<file path="src/rtl/clab_sqrt.sv">
// Pipelined integer square root: one result bit per stage.
`timescale 1ns / 1ps
`default_nettype none
module clab_sqrt #(
   parameter int unsigned Width = 62
) (
   input  wire logic                 clock,
   input  wire logic                 enable,
   input  wire logic [Width-1:0]     value,
   output logic [Width/2-1:0]        root
);
   localparam int unsigned Steps = Width / 2;
   logic [Width-1:0]   rem_ff  [Steps+1];
   logic [Width/2-1:0] res_ff  [Steps+1];
   logic [Width-1:0]   rem_in  [Steps];
   logic [Width/2-1:0] res_in  [Steps];

   always_comb begin
      rem_ff[0] = value;
      res_ff[0] = '0;
   end

   for (genvar s = 0; s < Steps; s++) begin : g_step
      localparam int unsigned Sh = 2 * (Steps - 1 - s);
      logic [Width+1:0] trial;
      logic [Width+1:0] remw;
      always_comb begin
         remw  = {2'b00, rem_ff[s]};
         trial = ({{(Width/2+2){1'b0}}, res_ff[s]} << (Sh + 2))
                 | ((Width+2)'(1) << Sh);
         if (remw >= trial) begin
            rem_in[s] = Width'(remw - trial);
            res_in[s] = {res_ff[s][Width/2-2:0], 1'b1};
         end else begin
            rem_in[s] = rem_ff[s];
            res_in[s] = {res_ff[s][Width/2-2:0], 1'b0};
         end
      end
      logic [Width-1:0]   rem_q;
      logic [Width/2-1:0] res_q;
      always_ff @(posedge clock) begin
         if (enable) begin
            rem_q <= rem_in[s];
            res_q <= res_in[s];
         end
      end
      always_comb begin
         rem_ff[s+1] = rem_q;
         res_ff[s+1] = res_q;
      end
   end

   assign root = res_ff[Steps];
endmodule
`default_nettype wire

</file>
<file path="config.mk">
export PLATFORM = sky130hd
export DESIGN_NAME = clab_sqrt
export DESIGN_NICKNAME = d
export VERILOG_FILES = /design/src/rtl/clab_sqrt.sv
export SDC_FILE = /design/constraint.sdc
export NUM_CORES = 2
export LEC_CHECK = 0
export BUFFER_PORTS_ARGS = -buffer_cell sky130_fd_sc_hd__clkbuf_2
export CORE_ASPECT_RATIO = 0.5
export CORE_MARGIN = 2
export CORE_UTILIZATION = 45
export CTS_CLUSTER_SIZE = 25
export DETAILED_ROUTE_END_ITERATION = 10
export PLACE_DENSITY_LB_ADDON = 0.3
export SYNTH_ARGS = -nofsm -noshare
export SYNTH_HDL_FRONTEND = slang
export SYNTH_SLANG_ARGS = --single-unit
export TNS_END_PERCENT = 20
</file>
<file path="constraint.sdc">
create_clock -name clock -period 8.8 [get_ports clock]
set_clock_uncertainty 0.2 [all_clocks]
set_input_delay 0.88 -clock clock [delete_from_list [all_inputs] [get_ports clock]]
set_output_delay 0.88 -clock clock [all_outputs]
set_load 0.1 [all_outputs]
</file>
# Word-level counts from Yosys, hierarchy flattened
# Cells that the tools add are included.
[classes]
add_sub_neg = 30
muxes = 61
magnitude_cmp = 31
[ops]
columns = ["operator", "count"]
rows = [
  ["2-to-1 mux 62 bit", 30],
  [">= comparator 62 x 32 -> 1 bit", 1],
  [">= comparator 62 x 33 -> 1 bit", 1],
  [">= comparator 62 x 34 -> 1 bit", 1],
  [">= comparator 62 x 35 -> 1 bit", 1],
  [">= comparator 62 x 36 -> 1 bit", 1],
  [">= comparator 62 x 37 -> 1 bit", 1],
  [">= comparator 62 x 38 -> 1 bit", 1],
  [">= comparator 62 x 39 -> 1 bit", 1],
  [">= comparator 62 x 40 -> 1 bit", 1],
  [">= comparator 62 x 41 -> 1 bit", 1],
  [">= comparator 62 x 42 -> 1 bit", 1],
  [">= comparator 62 x 43 -> 1 bit", 1],
  [">= comparator 62 x 44 -> 1 bit", 1],
  [">= comparator 62 x 45 -> 1 bit", 1],
  [">= comparator 62 x 46 -> 1 bit", 1],
  [">= comparator 62 x 47 -> 1 bit", 1],
  [">= comparator 62 x 48 -> 1 bit", 1],
  [">= comparator 62 x 49 -> 1 bit", 1],
  [">= comparator 62 x 50 -> 1 bit", 1],
  [">= comparator 62 x 51 -> 1 bit", 1],
  [">= comparator 62 x 52 -> 1 bit", 1],
  [">= comparator 62 x 53 -> 1 bit", 1],
  [">= comparator 62 x 54 -> 1 bit", 1],
  ["39 further kinds", 69],
]
[word_totals]
output_inout_bits = 31
wordCells = 183
reg_bits = 2356
input_bits = 64

# Depth between registers and ports, before layout
[depth]
word_depth = 2
depth_mapped = 15
mapped_depth_nobuf = 12

# Worst setup path after synthesis
# Ideal clock, no wire load.
[synth_timing]
path_type = "reg2reg"
startpoint = "register g_step[26].rem_q[21]"
endpoint = "register g_step[27].rem_q[32] (data pin)"
arrival_time_ps = 3305
n_path_buf = 3
required_time_ps = 8326
setup_slack_ps = 5021
synth_period_minus_slack_ps = 3779
stages_incl_launch_ff = 11
path_cell_list = "edfxtp_1 > ha_1 > clkbuf_1 > nand2_1 > or4_1 > a2111o_1 > a21boi_1 > a2bb2oi_1 > clkbuf_1 > clkbuf_1 > a31oi_1"
[synth_lines]
columns = ["element", "line_no", "rtl"]
rows = [
  ["from (decl)", "39", "logic [Width-1:0] rem_q;"],
  ["from (signal assigned)", "43", "rem_q <= rem_in[s];"],
  ["to (signal assigned)", "43", ""],
  ["to (decl)", "39", ""],
]

==> results_dict.tcl <==
set metrics [dict create \
    rows 130 \
    cts_sinks 2356 \
    first_global_vias 69900 \
    antenna_found_initial 0 \
    maxSlewHeadroom 0.184 \
    crit_path_start_kind "register" \
    ys_async_sr_fraction 0 \
    synth_cells 9054 \
    dp_cells 12400 \
    path_clk_slew_ps 70 \
    worstMarginPinSlew_ps 1220 \
    min_period_ps 4740 \
    clk_path_buf_depth 4 \
    clock_latency_ps 920 \
    min_period_over_period 0.539 \
    via_per_inst 5.34 \
    synth_edf_count 2356 \
    die_y_um 359 \
    synthesis.area_um2 113000 \
    leakage_nw 46.6 \
    firstDrtPassIters 6 \
    fin_cells 12800 \
    ir_drop_mv 0.187 \
    postCtsSetupBuffers 0 \
    worst-path-buf-inv 2 \
    cpLargestDelayFamily "simple AND/OR/NAND/NOR gates" \
    placed_area_um2 118000 \
    yosysSeqAreaShare 0.624 \
    wl_per_cell_um 17.9 \
    fmax_mhz 211 \
    p_int_mw 22.1 \
    crit_arrival_ps 5110 \
    hpwl_um 170000 \
    critical_path_depth 11 \
    wl_um 230000 \
    min_to "g_step[0].rem_q[61]" \
    start_util 0.452 \
    synth_top_area_cell "edfxtp_1" \
    fin_ws_ps 4060 \
    netlist_top_cells_area "edfxtp_1 62%, ha_1 5.8%, xnor2_1 3.7%" \
    pre_cts_slack_ps 4040 \
    synth_top_area_share 0.624 \
    hold_start "value[61]" \
    worstPathRequired_ps 9170 \
    grt_use_met2 0.337 \
    drc 0 \
    rsz0062_at_grt "false" \
    power.share.switching 0.291 \
    status "completed" \
    drt_iter0_markers 4002 \
    met3_usage 0.0237 \
    pwr-share-comb 0.224 \
    grt_max_degree 197 \
    gr-usage-met1 0.191 \
    cp_max_fo 33 \
    drv_slew 0 \
    antennaDiodeCount 0 \
    slowest_stage "or4_4" \
    ff2ff_setup_slack_ps 4060 \
    place_congestion 0.956 \
    grt_usage 0.176 \
    ys.flop_type "edfxtp_1" \
    p_seq_frac 0.490 \
    grt_pass1_wl_um 365000 \
    hold_viol 0 \
    synth_seq_cells 2356 \
    htreeDepth 4 \
    drv_cap 0 \
    crit_type "reg2reg" \
    powerDensity_nw_per_um2 249 \
    ys_types 90 \
    slowest_delay_ps 580 \
    hold-worst-slack_ps 199 \
    avgSynthCellArea_um2 12.5 \
    critPathCaptureType "register" \
    fin_setup_tns_ps 0 \
    ys_warn_count 0 \
    boundaryPins 95 \
    final_cell_mix "2356 x edfxtp_1, 665 x inv_1, 650 x nor2_1" \
    r2r_end "g_step[26].rem_q[43]" \
    layout_commonest_cell "edfxtp_1" \
    area_growth_syn_to_layout_pct 10.5 \
    seq_area_um2 70700 \
    design.die.area_um2 256000 \
    syn_nets 9643 \
    timing.critical_path.cells "or4_4 -> or4b_4 -> or3_1 -> or2_1 -> or3_1 -> or3_4 -> nor2_4 -> buf_4 -> inv_2 -> and4_1 -> xor2_1" \
    die_x_um 714 \
    p_sw_mw 9.08 \
    ff2ff_path_depth 11 \
    cts_tree "yes" \
    core_um2 251000 \
    holdPathStages 3 \
    setup_violations 0 \
    design_area_um2 125000 \
    drive_gt1_frac 0.0658 \
    fin_nets 9910 \
    numCtsBuffers 211 \
    n_fill_cell 21600 \
    rr_startpoint "g_step[25].rem_q[50]" \
    cts-root-buf "clkbuf_16" \
    vias 68700 \
    hp-class "in2reg" \
    crit_top_cell "or3_1" \
    grt-busiest-layer "met2" \
    io_buffers 94 \
    p_clk_frac 0.287 \
    ant_nets 0 \
    multi_input_area_um2 39600 \
    grt_overflow 0 \
]
-- per-stage QoR --
| step | utilization | total power [mW] |
|---|---|---|
| finish | 0.499 | 31.2 |
| global route | 0.499 | 32.8 |
| CTS | 0.499 | 31.4 |
| detailed placement | 0.471 | 22.4 |
| global placement | 0.471 | 22.3 |
| floorplan | - | 20.3 |
-- kinds of logic (layout without fill, tap and decap cells) --
family | Yosys count | after routing | synth area share
compound gates | 1684 | 1684 | 0.0923
buf+inv | 836 | 1264 | 0.0280
mux | 107 | 107 | 0.0104
simple gates | 2718 | 2718 | 0.123
fa+ha+maj | 525 | 525 | 0.0579
xor+xnor | 828 | 828 | 0.0640
flops | 2356 | 2356 | 0.624
-- tightest hold or removal path: stages --
cell,delay [ps]
clkbuf_2,100
nor2_1,100
a21oi_1,70
-- Yosys cell counts (all sizes together) (92+ instances only) --
master and count:
nand3 198, nor3 255, edfxtp 2356, xnor2 481
o21a 102, inv 666, clkbuf 147, nor2 652
or3 92, nand2 525, xor2 347, a21o 206
o21ai 374, nor4 312, nand4 170, a21oi 578
nand2b 94, ha 525
-- registers in the layout, summed over array words and instances (netlist names) --
register,cells
g_step.rem_q,1860
g_step.res_q,465
root,31
-- worst max-delay path by stage --
stage | start | endpoint
floorplan | g_step[26].rem_q[21] | g_step[27].rem_q[32]
global placement | g_step[26].rem_q[23] | g_step[27].rem_q[54]
detailed placement | g_step[28].rem_q[50] | g_step[29].rem_q[61]
CTS | g_step[19].rem_q[39] | g_step[20].rem_q[56]
global route | g_step[19].rem_q[39] | g_step[20].rem_q[56]
finish | g_step[25].rem_q[50] | g_step[26].rem_q[43]
-- metal layers --
| metal | wire length [um] | up-vias |
|---|---|---|
| met5 | 0 | - |
| met1 | 90400 | 32200 |
| met4 | 11800 | 0 |
| met2 | 121000 | 1410 |
| li1 | - | 34500 |
| met3 | 7540 | 583 |
-- power by group through the flow --
stage	clock network, mW	registers [mW]	logic [mW]
after CTS	9.17	15.3	6.94
after global placement	0	15.5	6.81
after floorplan	0	15.2	5.13
after detailed placement	0	15.5	6.87
after global routing	9.61	15.4	7.75
final	8.93	15.3	6.97
-- final cells by class --
cell class              instances  share of cell area
clock buffers                 263              0.0444
clock inverters               111             0.00776
inverters                     668              0.0200
multi-input cells            5862               0.316
flip-flops and latches       2356               0.565
well taps                    3366              0.0336
repair buffers                222              0.0136
-- timing repair --
action / 4_1_cts / 5_1_grt
gates resized for setup: 0 / 0
hold buffers: 60 / 0
hold endpoints to repair: 60 / 0
No activity file was read; power rests on OpenSTA's default activity.
